--- src/eabl_pkg.sv ---
`default_nettype none

package eabl_pkg;

    // Position of the data byte inside the raw link word.
    localparam int DATA_SHIFT = 23;

    localparam int OP_W    = 2;
    localparam int WORD_W  = 32;
    localparam int BYTE_W  = 8;
    localparam int FRAME_W = 10;
    localparam int EVENT_W = 3;

    // Operation codes carried on the input side.
    localparam logic [OP_W-1:0] OP_LINK_WORD  = 2'd0;
    localparam logic [OP_W-1:0] OP_SEND       = 2'd1;
    localparam logic [OP_W-1:0] OP_INITIATE   = 2'd2;
    localparam logic [OP_W-1:0] OP_RESPOND    = 2'd3;

    // Event codes reported with every result word.
    localparam logic [EVENT_W-1:0] EV_NONE      = 3'd0;
    localparam logic [EVENT_W-1:0] EV_RX        = 3'd1;
    localparam logic [EVENT_W-1:0] EV_SEND_ACK  = 3'd2;
    localparam logic [EVENT_W-1:0] EV_STRAY     = 3'd3;
    localparam logic [EVENT_W-1:0] EV_HS_DONE   = 3'd4;
    localparam logic [EVENT_W-1:0] EV_BUSY      = 3'd5;

    localparam logic [BYTE_W-1:0] HANDSHAKE_REPLY = 8'hDF;

    // One input word after unpacking.
    typedef struct packed {
        logic [OP_W-1:0]   operation;
        logic [WORD_W-1:0] link_word;
        logic [BYTE_W-1:0] send_data;
    } item_t;

    // One result word before packing.
    typedef struct packed {
        logic [EVENT_W-1:0] event_res;
        logic [BYTE_W-1:0]  rx_byte;
        logic               rx_valid;
        logic [FRAME_W-1:0] tx_frame;
        logic               tx_valid;
    } result_t;

    // Handshake sequence 02 04 08 00.
    function automatic logic [BYTE_W-1:0] hs_seq(input logic [1:0] idx);
        logic [BYTE_W-1:0] val;
        case (idx)
            2'd0:    val = 8'h02;
            2'd1:    val = 8'h04;
            2'd2:    val = 8'h08;
            default: val = 8'h00;
        endcase
        return val;
    endfunction

    // Line frame: start marker in bit 9, inverted byte in bits 8..1.
    function automatic logic [FRAME_W-1:0] frame_of(input logic [BYTE_W-1:0] b);
        return {1'b1, ~b, 1'b0};
    endfunction

endpackage

`default_nettype wire

--- src/eabl_in_reg.sv ---
`default_nettype none

module eabl_in_reg (
    input  wire logic                 clk,
    input  wire logic                 rst_n,
    input  wire logic                 s_tvalid,
    output logic                      s_tready,
    input  wire logic [39:0]          s_tdata,   // link_word [31:0], send_data [39:32]
    input  wire logic [1:0]           s_tuser,   // operation [1:0]
    input  wire logic                 take,
    output logic                      item_valid,
    output eabl_pkg::item_t           item
);
    import eabl_pkg::*;

    logic  valid_reg;
    logic  valid_next;
    item_t item_reg;

    // The register takes a new word when empty or when its word moves on.
    assign s_tready = !valid_reg || take;

    always_comb
    begin
        valid_next = valid_reg;
        if (s_tready)
        begin
            valid_next = s_tvalid;
        end
    end

    always_ff @(posedge clk or negedge rst_n)
    begin
        if (!rst_n)
        begin
            valid_reg <= 1'b0;
        end
        else
        begin
            valid_reg <= valid_next;
        end
    end

    // Payload needs no reset.
    always_ff @(posedge clk)
    begin
        if (s_tvalid && s_tready)
        begin
            item_reg.operation <= s_tuser;
            item_reg.link_word <= s_tdata[WORD_W-1:0];
            item_reg.send_data <= s_tdata[WORD_W+BYTE_W-1:WORD_W];
        end
    end

    assign item_valid = valid_reg;
    assign item       = item_reg;

endmodule

`default_nettype wire

--- src/eabl_step.sv ---
`default_nettype none

module eabl_step (
    input  wire logic                 clk,
    input  wire logic                 rst_n,
    input  wire logic                 fire,
    input  wire eabl_pkg::item_t      item,
    output eabl_pkg::result_t         res
);
    import eabl_pkg::*;

    localparam logic [2:0] MODE_IDLE       = 3'd0;
    localparam logic [2:0] MODE_SEND_WAIT  = 3'd1;
    localparam logic [2:0] MODE_INIT_SEND  = 3'd2;
    localparam logic [2:0] MODE_INIT_WAIT  = 3'd3;
    localparam logic [2:0] MODE_RESP_MATCH = 3'd4;
    localparam logic [2:0] MODE_RESP_REPLY = 3'd5;
    localparam logic [2:0] MODE_RESP_ECHO  = 3'd6;
    localparam logic [2:0] MODE_UNUSED     = 3'd7;

    logic [2:0]        mode_reg;
    logic [2:0]        mode_next;
    logic [BYTE_W-1:0] pending_reg;
    logic [BYTE_W-1:0] pending_next;
    logic [1:0]        idx_reg;
    logic [1:0]        idx_next;
    logic [2:0]        cur_mode;
    logic [BYTE_W-1:0] rx_b;

    // Received byte: inverted link word, shifted down.
    assign rx_b = ~item.link_word[DATA_SHIFT+BYTE_W-1:DATA_SHIFT];

    // The unused mode code behaves as idle.
    assign cur_mode = (mode_reg == MODE_UNUSED) ? MODE_IDLE : mode_reg;

    // Next state and result for the word at hand.
    always_comb
    begin
        mode_next    = mode_reg;
        pending_next = pending_reg;
        idx_next     = idx_reg;
        res          = '0;
        if (cur_mode == MODE_RESP_REPLY)
        begin
            pending_next = HANDSHAKE_REPLY;
            res.tx_valid = 1'b1;
            res.tx_frame = frame_of(HANDSHAKE_REPLY);
            mode_next    = MODE_RESP_ECHO;
        end
        else if (item.operation == OP_LINK_WORD)
        begin
            case (cur_mode)
                MODE_SEND_WAIT, MODE_RESP_ECHO:
                begin
                    if (rx_b == pending_reg)
                    begin
                        res.event_res = (cur_mode == MODE_SEND_WAIT) ? EV_SEND_ACK
                                                                     : EV_HS_DONE;
                        mode_next     = MODE_IDLE;
                    end
                    else
                    begin
                        res.event_res = EV_STRAY;
                    end
                end
                MODE_INIT_SEND:
                begin
                    if (rx_b == pending_reg)
                    begin
                        res.event_res = EV_SEND_ACK;
                        if (idx_reg == 2'd3)
                        begin
                            mode_next = MODE_INIT_WAIT;
                        end
                        else
                        begin
                            idx_next     = idx_reg + 2'd1;
                            pending_next = hs_seq(idx_reg + 2'd1);
                            res.tx_valid = 1'b1;
                            res.tx_frame = frame_of(hs_seq(idx_reg + 2'd1));
                        end
                    end
                    else
                    begin
                        res.event_res = EV_STRAY;
                    end
                end
                MODE_INIT_WAIT:
                begin
                    res.tx_valid = 1'b1;
                    res.tx_frame = frame_of(rx_b);
                    if (rx_b == HANDSHAKE_REPLY)
                    begin
                        res.event_res = EV_HS_DONE;
                        mode_next     = MODE_IDLE;
                    end
                end
                MODE_RESP_MATCH:
                begin
                    res.tx_valid = 1'b1;
                    res.tx_frame = frame_of(rx_b);
                    if (rx_b == hs_seq(idx_reg))
                    begin
                        if (idx_reg == 2'd3)
                        begin
                            idx_next  = 2'd0;
                            mode_next = MODE_RESP_REPLY;
                        end
                        else
                        begin
                            idx_next = idx_reg + 2'd1;
                        end
                    end
                    else
                    begin
                        idx_next = 2'd0;
                    end
                end
                default:
                begin
                    res.tx_valid  = 1'b1;
                    res.tx_frame  = frame_of(rx_b);
                    res.rx_valid  = 1'b1;
                    res.rx_byte   = rx_b;
                    res.event_res = EV_RX;
                end
            endcase
        end
        else if (cur_mode != MODE_IDLE)
        begin
            res.event_res = EV_BUSY;
        end
        else if (item.operation == OP_SEND)
        begin
            pending_next = item.send_data;
            res.tx_valid = 1'b1;
            res.tx_frame = frame_of(item.send_data);
            mode_next    = MODE_SEND_WAIT;
        end
        else if (item.operation == OP_INITIATE)
        begin
            idx_next     = 2'd0;
            pending_next = hs_seq(2'd0);
            res.tx_valid = 1'b1;
            res.tx_frame = frame_of(hs_seq(2'd0));
            mode_next    = MODE_INIT_SEND;
        end
        else
        begin
            idx_next  = 2'd0;
            mode_next = MODE_RESP_MATCH;
        end
    end

    // State advances only when the word moves into the result register.
    always_ff @(posedge clk or negedge rst_n)
    begin
        if (!rst_n)
        begin
            mode_reg    <= MODE_IDLE;
            pending_reg <= '0;
            idx_reg     <= '0;
        end
        else if (fire)
        begin
            mode_reg    <= mode_next;
            pending_reg <= pending_next;
            idx_reg     <= idx_next;
        end
    end

    // A pending reply always leaves on the next word.
    a_reply_then_echo: assert property (@(posedge clk) disable iff (!rst_n)
        fire && mode_reg == MODE_RESP_REPLY |=> mode_reg == MODE_RESP_ECHO)
        else $error("reply pending did not move to echo wait");

    // No frame bits without a frame.
    a_frame_zero: assert property (@(posedge clk) disable iff (!rst_n)
        !res.tx_valid |-> res.tx_frame == '0)
        else $error("frame bits set without a frame");

    // Delivery to the host only with the byte received event.
    a_rx_event: assert property (@(posedge clk) disable iff (!rst_n)
        res.rx_valid |-> res.event_res == EV_RX && res.tx_valid)
        else $error("delivered byte without echo or receive event");

endmodule

`default_nettype wire

--- src/eabl_out_reg.sv ---
`default_nettype none

module eabl_out_reg (
    input  wire logic                 clk,
    input  wire logic                 rst_n,
    output logic                      load_ready,
    input  wire logic                 load,
    input  wire eabl_pkg::result_t    res,
    output logic                      m_tvalid,
    input  wire logic                 m_tready,
    output logic [23:0]               m_tdata,   // tx_frame [9:0], rx_byte [17:10], zero fill
    output logic [4:0]                m_tuser    // tx_valid [0], rx_valid [1], event_res [4:2]
);
    import eabl_pkg::*;

    logic    valid_reg;
    logic    valid_next;
    result_t res_reg;

    // A new result fits when the register is empty or is being drained.
    assign load_ready = !valid_reg || m_tready;

    always_comb
    begin
        valid_next = valid_reg;
        if (load_ready)
        begin
            valid_next = load;
        end
    end

    always_ff @(posedge clk or negedge rst_n)
    begin
        if (!rst_n)
        begin
            valid_reg <= 1'b0;
        end
        else
        begin
            valid_reg <= valid_next;
        end
    end

    always_ff @(posedge clk)
    begin
        if (load && load_ready)
        begin
            res_reg <= res;
        end
    end

    // Pack the result word onto the bus.
    assign m_tvalid = valid_reg;
    assign m_tdata  = {6'd0, res_reg.rx_byte, res_reg.tx_frame};
    assign m_tuser  = {res_reg.event_res, res_reg.rx_valid, res_reg.tx_valid};

endmodule

`default_nettype wire

--- src/echo_ack_byte_link_endpoint_top.sv ---
`default_nettype none

// Echo-acknowledged byte link endpoint. Every input word (a received link
// word, a send request, or a handshake start, selected by s_tuser) gives
// exactly one result word with the frame to transmit, the byte delivered to
// the host and an event code. A word passes an input register, one step of
// decode and mode update, and an output register, from which its result
// word is offered on the output; one word is taken every cycle while the
// output side keeps up. The mode, pending byte and sequence position are
// updated as a word moves into the output register. Requests made while a
// send or handshake is in progress are answered with the busy event, but
// a word at the reply step of a responder sends the reply instead.
module echo_ack_byte_link_endpoint_top (
    input  wire logic        clk,
    input  wire logic        rst_n,
    input  wire logic        s_tvalid,
    output logic             s_tready,
    input  wire logic [39:0] s_tdata,   // link_word [31:0], send_data [39:32]
    input  wire logic [1:0]  s_tuser,   // operation [1:0]
    output logic             m_tvalid,
    input  wire logic        m_tready,
    output logic [23:0]      m_tdata,   // tx_frame [9:0], rx_byte [17:10], zero fill
    output logic [4:0]       m_tuser    // tx_valid [0], rx_valid [1], event_res [4:2]
);
    import eabl_pkg::*;

    item_t   item;
    result_t res;
    logic    item_valid;
    logic    load_ready;
    logic    fire;

    // A word moves on when it is held and the result register has room.
    assign fire = item_valid && load_ready;

    eabl_in_reg u_in_reg (
        .clk        (clk),
        .rst_n      (rst_n),
        .s_tvalid   (s_tvalid),
        .s_tready   (s_tready),
        .s_tdata    (s_tdata),
        .s_tuser    (s_tuser),
        .take       (fire),
        .item_valid (item_valid),
        .item       (item)
    );

    eabl_step u_step (
        .clk   (clk),
        .rst_n (rst_n),
        .fire  (fire),
        .item  (item),
        .res   (res)
    );

    eabl_out_reg u_out_reg (
        .clk        (clk),
        .rst_n      (rst_n),
        .load_ready (load_ready),
        .load       (item_valid),
        .res        (res),
        .m_tvalid   (m_tvalid),
        .m_tready   (m_tready),
        .m_tdata    (m_tdata),
        .m_tuser    (m_tuser)
    );

endmodule

`default_nettype wire

--- config.mk ---
export PLATFORM = sky130hd
export DESIGN_NAME = echo_ack_byte_link_endpoint_top
export DESIGN_NICKNAME = d
export VERILOG_FILES = /design/src/eabl_pkg.sv /design/src/eabl_in_reg.sv /design/src/eabl_step.sv /design/src/eabl_out_reg.sv /design/src/echo_ack_byte_link_endpoint_top.sv
export SDC_FILE = /design/constraint.sdc
export NUM_CORES = 1
export LEC_CHECK = 0
export ABC_AREA = 0
export BUFFER_PORTS_ARGS = -buffer_cell sky130_fd_sc_hd__clkbuf_2
export CELL_PAD_IN_SITES_DETAIL_PLACEMENT = 1
export CELL_PAD_IN_SITES_GLOBAL_PLACEMENT = 1
export CORE_UTILIZATION = 44
export DETAILED_ROUTE_END_ITERATION = 8
export PLACE_DENSITY_LB_ADDON = 0.25
export SETUP_SLACK_MARGIN = 0.05
export SYNTH_ARGS = -nofsm -noshare
export SYNTH_HDL_FRONTEND = slang
export SYNTH_HIERARCHICAL = 1
export SYNTH_SLANG_ARGS = --single-unit
--- constraint.sdc ---
create_clock -name clk -period 2.6 [get_ports clk]
set_clock_uncertainty 0.2 [all_clocks]
set_input_delay 0.65 -clock clk [delete_from_list [all_inputs] [get_ports clk]]
set_output_delay 0.65 -clock clk [all_outputs]
set_load 0.1 [all_outputs]
==> metrics.md, run 1 <==
| Metric | Value |
|---|---|
| CP startpoint | u_step/idx_reg[1]$_DFFE_PN0P_ |
| Slowest CP cell | dfrtp_1 |
| Syn Inst Count | 266 |
| Register area | 0.00161 mm² |
| Crit path max-delay family | compound AO/OA/AOI/OAI gates |
| Crit-path max FO | 4 |
| Actual slew at the worst max-slew pin | 0.622 ns |
| Clock Latency Late Sink | between 0.3 and 0.4 ns |
| Commonest non-fill, non-tap cell in the layout | clkbuf_2 |
| Initial Util | 46.2% |
| Vias/cell | around 5.7 |
| Multi-input logic area | 0.00122 mm² |
| Hold Crit Class | input port to asynchronous set/reset pin |
| Worst path required time | 2.60 ns |
| # rows | 29 |
| Routed Antenna Nets | 0 |
| GRT Util Overall | 21.7% |
| RSZ-0062 raised after global routing | no |
| Worst R2R Path Depth | 8 |
| Max Slew Vio Count | 0 |
| Crit. path cell count | 8 |
| Critical path type | register to register |
| Final setup viols | 0 |
| Peak VDD IR | 0.373 mV |
| Fillers | 707 |
| Final Worst Setup Slack | 0.179 ns |
| Most frequent cells in the layout | clkbuf_2 (45), edfxtp_1 (41), nor2_1 (25), nand2_1 (21), a21oi_1 (20) |
| CTS sink cnt | between 50 and 60 |
| Share of layout cells above drive strength 1 | 27.8% |
| Violated checks | DRC |
| Worst Setup Start Kind | register |
| R2R Path End | u_step/mode_reg[2]$_DFFE_PN0P_ |
| Die ar. | 0.00707 mm² |
| Largest net degree at the start of global routing | 24 |
| Final antenna diode count | 0 |
| Power, Total | around 3.4 mW |
| Power Density | slightly below 1000 mW/mm² |
| Routed vias | ~2300 |
| CTS clock-pin slew for the worst setup and hold paths | 0.10 ns |
| Leakage power | 1.45 nW |
| Drt initial violations | 124 |
| Final period utilization | about 93% |
| # H-tree levels | 2 |
| CP arrival | 2.42 ns |
| Max Root-Sink Buffers | 2 |
| Port bufs | 46 |
| First-pass GRT wire length | 11.8 mm |
| Tmin final | 2.42 ns |
| Synth Area per Inst | 11.1 µm² |
| Netlist Area Pre-Place | just under 0.003 mm² |
| DRT Pass-1 Iters | 6 |
| Vias in the first global route | 2308 |
| Grt total ovfl | 0 |
| Buffers & Inverters on Critical Path | 1 |
| P&R area growth vs syn | 15.2% |
| DIE HEIGHT | 84.1 µm |
| Max Cap Viol | 0 |
| Yosys warnings | 6 |
| Status | complete, but fails checks |
| Core ar. | 0.00642 mm² |
| Total wire length | approximately 7.2 mm |
| Antenna violations before repair | 0 |
| Gp weighted congestion | 0.907 |
| Worst path cell trace | inv_1, ha_1, xor2_1, nand3_1, o211ai_1, o2111ai_2, a211oi_1, a21oi_1 |
| Die X | ~84 µm |
| FF-to-FF Start | u_step/idx_reg[1]$_DFFE_PN0P_ |
| Hold buffers post-CTS | 0 |
| HPWL Detailed | 5.37 mm |
| Flop-to-flop setup slack | 0.18 ns |
| Setup_tns | 0 ns |
| Fmax | 413 MHz |
| Rel. slew slack | 58.3% |
| Final core occ | a little over half |
| I/O pin total | 77 |
| Routed length per instance | approximately 18 µm |
| Cts bufs inserted | 5 |
| Final hold violation count | 0 |
| CTS tree | yes |
| Crit end category | register |
| Capture point of the worst path | u_step/mode_reg[2]$_DFFE_PN0P_ |
| Worst path max stage delay | 0.41 ns |
| Clock root cell | clkbuf_8 |
| Remaining DRCs | 6 |
| Nets | 373 |
| Dpl ws | 0.197 ns |
==> worst min path at each step <==
stage / from / end / slack, ns
after floorplan: rst_n / u_in_reg/item_valid$_DFFE_PN0P_ / 0.15
after global placement: u_step/pending_reg[5]$_DFFE_PN0P_ / u_step/pending_reg[5]$_DFFE_PN0P_ / 0.29
after detailed placement: u_step/pending_reg[6]$_DFFE_PN0P_ / u_step/pending_reg[6]$_DFFE_PN0P_ / 0.30
after CTS: rst_n / u_step/mode_reg[2]$_DFFE_PN0P_ / 0.06
after global routing: rst_n / u_step/mode_reg[2]$_DFFE_PN0P_ / 0.07
final: rst_n / u_out_reg/m_tvalid$_DFFE_PN0P_ / 0.05
==> routing by layer <==
layer | track usage [%] | share of wire, % | up-vias
met1 | 29.2 | 43 | 1127
met4 | 7.05 | 2.0 | 0
li1 | - | - | 1057
met2 | 36.3 | 50 | 66
met3 | 2.77 | 5.3 | 14
met5 | 0 | 0 | -
==> power by group <==
group / switching (mW) / internal, mW / total (mW)
clock network: 0.295 / 0.194 / 0.489
logic: 1.13 / 0.447 / 1.57
registers: 0.150 / 1.17 / 1.32
total: 1.57 / 1.81 / 3.38
==> stage by stage <==
step	std cells	instance area (µm²)	hold WS, ns
after detailed placement	387	3300	0.297
after global routing	397	3410	0.0685
final	397	3410	0.0477
after global placement	387	3300	0.289
after floorplan	271	2980	0.154
after CTS	395	3390	0.0635
==> final cells by class <==
cell class                 instances  share of cell area, %
clock buffer                       5                   2.02
clock inverter                     3                  0.660
inverter                           8                  0.879
multi-input combinational        186                   35.9
sequential                        56                   47.1
tap                               77                   2.82
timing repair buffer              62                   10.7
==> repair_timing <==
action | 4_1_cts | 5_1_grt
endpoints found under the setup margin | 0 | 8
gates resized for setup | 0 | 3
hold endpoints to repair | 0 | 0
setup buffers | 0 | 2
No activity file was read; power rests on OpenSTA's default activity.
==> run 2, diff against run 1 <==
- CELL_PAD_IN_SITES_DETAIL_PLACEMENT: 1 -> 0
- PLACE_DENSITY: default -> 0.84
- PLACE_DENSITY_LB_ADDON: 0.25 -> default
==> run 2 against run 1 <==
  * The run still ends with DRC left
  * Clock power is essentially flat
  * Clock-buffer cell count is the same
  * Total power shrank 1.8%
  * Sequential cell count is the same
  * Sequential power is essentially flat
  * Wire length shrank 14%
  * Worst hold slack lost 0.017 ns
  * Critical path depth shrank 2
  * Cell count shrank 1.3%
  * Cell area shrank 1.0%
  * Non-clock buffer count shrank 5
==> metrics.md, run 2 (same netlist as run 1, synthesis figures left out) <==
| Metric | Value |
|---|---|
| Status | complete, but fails checks (unchanged) |
| Violated checks | DRC (unchanged) |
| Cts bufs inserted | 5 (unchanged) |
| GRT Util Overall | 18.1% (was 21.7%) |
| Clock Latency Late Sink | 0.32 ns (was 0.31 ns) |
| Final setup viols | 0 (unchanged) |
| Slowest CP cell | nor4b_1 (was dfrtp_1) |
| I/O pin total | 77 (unchanged) |
| Max Cap Viol | 0 (unchanged) |
| DRT Pass-1 Iters | 8 (was 6) |
| Worst path cell trace | nor4b_1, a211oi_1, nor2_1, o2111ai_1, a211oi_1, a21oi_1 (was inv_1, ha_1, xor2_1, nand3_1, o211ai_1, o2111ai_2, a211oi_1, a21oi_1) |
| Port bufs | 46 (unchanged) |
| Total wire length | 6.21 mm (was 7.20 mm) |
| Hold buffers post-CTS | 0 (unchanged) |
| Initial Util | 46.2% (unchanged) |
| Largest net degree at the start of global routing | 24 (unchanged) |
| Antenna violations before repair | 0 (unchanged) |
| Gp weighted congestion | 0.866 (was 0.907) |
| Crit path max-delay family | simple AND/OR/NAND/NOR gates (was compound AO/OA/AOI/OAI gates) |
| Commonest non-fill, non-tap cell in the layout | clkbuf_2 (unchanged) |
| Peak VDD IR | 0.277 mV (was 0.373 mV) |
| Die X | 84.1 µm (unchanged) |
| Final hold violation count | 0 (unchanged) |
| Critical path type | register to register (unchanged) |
| P&R area growth vs syn | 14.0% (was 15.2%) |
| Power Density | 982 mW/mm² (was 990 mW/mm²) |
| Leakage power | 1.43 nW (was 1.45 nW) |
| Final core occ | 52.6% (was 53.2%) |
| Vias in the first global route | 1905 (was 2308) |
| Most frequent cells in the layout | clkbuf_2 (45), edfxtp_1 (41), nor2_1 (26), nand2_1 (21), a21oi_1 (20) (was clkbuf_2 (45), edfxtp_1 (41), nor2_1 (25), nand2_1 (21), a21oi_1 (20)) |
| Worst path max stage delay | 0.62 ns (was 0.41 ns) |
| Worst R2R Path Depth | 6 (was 8) |
| Register area | 0.00161 mm² (unchanged) |
| Nets | 368 (was 373) |
| Routed Antenna Nets | 0 (unchanged) |
| DIE HEIGHT | 84.1 µm (unchanged) |
| Max Root-Sink Buffers | 2 (unchanged) |
| CTS tree | yes (unchanged) |
| Core ar. | 0.00642 mm² (unchanged) |
| # rows | 29 (unchanged) |
| # H-tree levels | 2 (unchanged) |
| Clock root cell | clkbuf_8 (unchanged) |
| Buffers & Inverters on Critical Path | 0 (was 1) |
| Remaining DRCs | 12 (was 6) |
| Crit end category | register (unchanged) |
| Final antenna diode count | 0 (unchanged) |
| Cells after DPL | 383 (was 387) |
| HPWL Detailed | 4.50 mm (was 5.37 mm) |
| Actual slew at the worst max-slew pin | 0.631 ns (was 0.622 ns) |
| Multi-input logic area | 0.00122 mm² (about the same) |
| Routed vias | 2141 (was 2264) |
| CTS sink cnt | 56 (unchanged) |
| Drt initial violations | 263 (was 124) |
| Rel. slew slack | 57.7% (was 58.3%) |
| Tmin final | 2.42 ns (about the same) |
| Crit. path cell count | 6 (was 8) |
| Routed length per instance | 15.8 µm (was 18.1 µm) |
| CP arrival | 2.42 ns (about the same) |
| Worst path required time | 2.60 ns (about the same) |
| Vias/cell | 5.46 (was 5.70) |
| Fin cells | 392 (was 397) |
| RSZ-0062 raised after global routing | no (unchanged) |
| First-pass GRT wire length | 9.81 mm (was 11.8 mm) |
| Worst hold margin | 0.0302 ns (was 0.0477 ns) |
| Worst Setup Start Kind | register (unchanged) |
| CTS clock-pin slew for the worst setup and hold paths | 0.11 ns (was 0.10 ns) |
| Fmax | 414 MHz (was 413 MHz) |
| Share of layout cells above drive strength 1 | 26.0% (was 27.8%) |
| Hold Crit Class | input port to asynchronous set/reset pin (unchanged) |
| Fillers | 571 (was 707) |
| Grt total ovfl | 0 (unchanged) |
| CP most frequent cell | a211oi_1 |
| Die ar. | 0.00707 mm² (unchanged) |
| Final period utilization | 92.9% (was 93.1%) |
| Max Slew Vio Count | 0 (unchanged) |
| Setup_tns | 0 ns (unchanged) |
| Crit-path max FO | 5 (was 4) |
[run 2: timing repair]
item,in CTS,in global routing
endpoints found under the setup margin,0,2
setup buffers,0,1
endpoints found under the hold margin,0,0
gates resized for setup,0,1
[run 2: path summary, 6_finish.rpt]
check | start | endpoint | slack, ns
max | u_in_reg/item[33]$_DFFE_PP_ | u_step/mode_reg[2]$_DFFE_PN0P_ | 0.18
min | rst_n | u_out_reg/m_tvalid$_DFFE_PN0P_ | 0.03
max reg2reg | u_in_reg/item[33]$_DFFE_PP_ | u_step/mode_reg[2]$_DFFE_PN0P_ | 0.18
min reg2reg | u_step/pending_reg[5]$_DFFE_PN0P_ | u_step/pending_reg[5]$_DFFE_PN0P_ | 0.32
max in group asynchronous | rst_n | u_step/pending_reg[3]$_DFFE_PN0P_ | 1.87
min in group clk | s_tuser[1] | u_in_reg/item[41]$_DFFE_PP_ | 0.30
[run 2: stage by stage]
| stage | total power, mW | cell area [µm²] | setup WS, ns |
|---|---|---|---|
| after floorplan | 2.56 | 2980 | 0.244 |
| after global placement | 2.81 | 3280 | 0.245 |
| after detailed placement | 2.83 | 3280 | 0.260 |
| after CTS | 3.32 | 3370 | 0.224 |
| after global routing | 3.48 | 3380 | 0.0548 |
| final | 3.32 | 3380 | 0.184 |
[run 2: metal layers]
layer	global-route usage, %	part of all wire, %	vias up
met4	6.90	2.2	0
li1	-	-	1054
met1	27.2	47	998
met2	26.1	44	79
met3	2.97	6.1	10
met5	0	0	-
[run 2: cell type report]
| class | count | area share (%) |
|---|---|---|
| clock inverter | 3 | 0.629 |
| clock buffer | 5 | 2.04 |
| inverter | 8 | 0.889 |
| multi-input combinational | 186 | 36.0 |
| sequential | 56 | 47.5 |
| tap | 77 | 2.85 |
| timing repair buffer | 57 | 10.1 |
[run 2: report_power, final]
| part | internal, mW | switching [mW] |
|---|---|---|
| logic | 0.432 | 1.08 |
| registers | 1.17 | 0.156 |
| clock network | 0.192 | 0.295 |
==> run 3, diff against run 2 <==
- CORE_ASPECT_RATIO: default -> 0.6
==> run 3 against run 2 <==
  * The flow now finishes without violations
  * Sequential cell count unchanged
  * Global-route usage up 2.6 points
  * Clock-buffer cell count is 1 higher
  * Total power increased by 1.3%
  * Register-to-register slack improved by 0.09 ns
  * Critical path type is now input port to output pin
  * Largest power group unchanged
==> metrics.md, run 3 (same netlist as run 1, synthesis figures left out) <==
| Metric | Value |
|---|---|
| Status | finished, final reports clean (was complete, but fails checks) |
| # rows | 22 (was 29) |
| CP arrival | 1.49 ns (was 2.42 ns) |
| CP most frequent cell | nand2b_4 (was a211oi_1) |
| R2R Path End | u_step/mode_reg[2]$_DFFE_PN0P_ (unchanged) |
| Max Slew Vio Count | 0 (unchanged) |
| Dpl ws | 0.235 ns (was 0.260 ns) |
| Crit path max-delay family | simple AND/OR/NAND/NOR gates (unchanged) |
| Routed vias | 2210 (was 2141) |
| Total wire length | 6.92 mm (was 6.21 mm) |
| Buffers & Inverters on Critical Path | 2 (was 0) |
| Cells after DPL | 398 (was 383) |
| Vias/cell | 5.44 (was 5.46) |
| Clock Power Share | 14.5% (was 14.7%) |
| I/O pin total | 77 (unchanged) |
| DRT Pass-1 Iters | 5 (was 8) |
| RSZ-0062 raised after global routing | no (unchanged) |
| Combinational power share | 46.9% (was 45.5%) |
| Core ar. | 0.00630 mm² (was 0.00642 mm²) |
| CTS sink cnt | 56 (unchanged) |
| Clock root cell | clkbuf_8 (unchanged) |
| Critical path type | input port to output pin (was register to register) |
| Clock Latency Late Sink | 0.31 ns (was 0.32 ns) |
| Cts bufs inserted | 5 (unchanged) |
| Final setup viols | 0 (unchanged) |
| Die X | 108 µm (was 84.1 µm) |
| Rel. slew slack | 59.1% (was 57.7%) |
| Worst path cell trace | clkbuf_2, nand2b_4, and2_1, nand2b_4, buf_12 (was nor4b_1, a211oi_1, nor2_1, o2111ai_1, a211oi_1, a21oi_1) |
| Max Root-Sink Buffers | 2 (unchanged) |
| Most frequent cells in the layout | clkbuf_2 (45), edfxtp_1 (41), nor2_1 (26), nand2_1 (21), a21oi_1 (20) (unchanged) |
| Final antenna diode count | 0 (unchanged) |
| Remaining DRCs | 0 (was 12) |
| Switching power | 1.55 mW (was 1.53 mW) |
| Worst hold margin | 0.0496 ns (was 0.0302 ns) |
| Power Density | 982 mW/mm² (about the same) |
| Flop-to-flop setup slack | 0.27 ns (was 0.18 ns) |
| Slowest CP cell | and2_1 (was nor4b_1) |
| CTS tree | yes (unchanged) |
| Die ar. | 0.00708 mm² (was 0.00707 mm²) |
| Port bufs | 46 (unchanged) |
| Leakage power | 1.46 nW (was 1.43 nW) |
| Routed Antenna Nets | 0 (unchanged) |
| Hold buffers post-CTS | 0 (unchanged) |
| Final hold violation count | 0 (unchanged) |
| Peak VDD IR | 0.603 mV (was 0.277 mV) |
| Pint | 1.81 mW (was 1.79 mW) |
| Switching Fraction | 46.2% (was 46.0%) |
| Final period utilization | 89.8% (was 92.9%) |
| # H-tree levels | 2 (unchanged) |
| Worst R2R Path Depth | 9 (was 6) |
| Largest net degree at the start of global routing | 24 (unchanged) |
| Share of layout cells above drive strength 1 | 27.0% (was 26.0%) |
| Worst path max stage delay | 0.26 ns (was 0.62 ns) |
| HPWL Detailed | 5.36 mm (was 4.50 mm) |
| Max Cap Viol | 0 (unchanged) |
| DIE HEIGHT | 65.6 µm (was 84.1 µm) |
| Routed length per instance | 17.0 µm (was 15.8 µm) |
| Drt initial violations | 172 (was 263) |
| Vias in the first global route | 2026 (was 1905) |
| Fmax | 428 MHz (was 414 MHz) |
| Seq pwr share | 38.7% (was 39.8%) |
| Actual slew at the worst max-slew pin | 0.609 ns (was 0.631 ns) |
| P&R area growth vs syn | 15.5% (was 14.0%) |
| Dpl cell area | 0.00334 mm² (was 0.00328 mm²) |
| Initial Util | 47.0% (was 46.2%) |
| CTS clock-pin slew for the worst setup and hold paths | 0.10 ns (was 0.11 ns) |
| Post-CTS Setup Inserts | 0 (unchanged) |
| Fillers | 568 (was 571) |
| Gp weighted congestion | 0.909 (was 0.866) |
| Multi-input logic area | 0.00121 mm² (was 0.00122 mm²) |
| Crit end category | output pin (was register) |
| Commonest non-fill, non-tap cell in the layout | clkbuf_2 (unchanged) |
| Worst path required time | 1.75 ns (was 2.60 ns) |
| FF-to-FF Start | u_in_reg/item[40]$_DFFE_PP_ (was u_in_reg/item[33]$_DFFE_PP_) |
| Hold Crit Class | input port to asynchronous set/reset pin (unchanged) |
| Final Worst Setup Slack | 0.264 ns (was 0.184 ns) |
| Crit-path max FO | 5 (unchanged) |
| Register area | 0.00161 mm² (unchanged) |
| Grt total ovfl | 0 (unchanged) |
| Worst Setup Start Kind | input port (was register) |
| Tmin final | 2.34 ns (was 2.42 ns) |
| Setup_tns | 0 ns (unchanged) |
| Nets | 375 (was 368) |
| GRT Util Overall | 20.7% (was 18.1%) |
| First-pass GRT wire length | 10.8 mm (was 9.81 mm) |
| Fin area | 0.00342 mm² (was 0.00338 mm²) |
| Antenna violations before repair | 0 (unchanged) |
| Fin cells | 406 (was 392) |
==> run 3: metrics by stage <==
step           utilization (%)  total power, mW
2_1_floorplan                -             2.56
3_3_place_gp              52.9             2.86
3_5_place_dp              52.9             2.88
4_1_cts                   54.3             3.36
5_1_grt                   54.3             3.53
6_report                  54.3             3.36
==> run 3: routing by layer <==
metal  up-vias  GRT usage, %  part of all wire [%]
li1       1062             -                     -
met1      1015          31.9                    49
met2       125          27.5                    39
met3         8          7.34                    11
met4         0          3.42                  0.82
met5         -             0                     0
==> run 3: final cells by class <==
class                      instances  area share (%)
inverter                           8           0.877
multi-input combinational        186            35.4
tap                               84            3.07
sequential                        56            46.9
timing repair buffer              64            11.1
clock inverter                     2           0.475
clock buffer                       6            2.12
==> run 3: how the worst max path moves through the flow <==
stage | endpoint | slack, ns | depth (start not counted) | from
global route | u_step/mode_reg[2]$_DFFE_PN0P_ | 0.06 | 9 | u_in_reg/item[40]$_DFFE_PP_
global placement | u_step/mode_reg[2]$_DFFE_PN0P_ | 0.26 | 8 | m_tready
finish | s_tready | 0.26 | 5 | m_tready
CTS | s_tready | 0.25 | 5 | m_tready
floorplan | s_tready | 0.24 | 3 | u_out_reg/m_tvalid$_DFFE_PN0P_
detailed placement | u_step/mode_reg[1]$_DFFE_PN0P_ | 0.24 | 8 | m_tready
==> run 3: what timing repair did <==
item,CTS,global route
resized for setup,0,1
hold endpoints to repair,0,0
endpoints found under the setup margin,0,1
==> run 3: power groups by stage <==
stage	combinational, mW	clock, mW	sequential, mW
6_report	1.58	0.486	1.30
5_1_grt	1.68	0.530	1.32
4_1_cts	1.57	0.492	1.30
3_5_place_dp	1.56	0	1.32
3_3_place_gp	1.55	0	1.31
2_1_floorplan	0.760	0	1.80
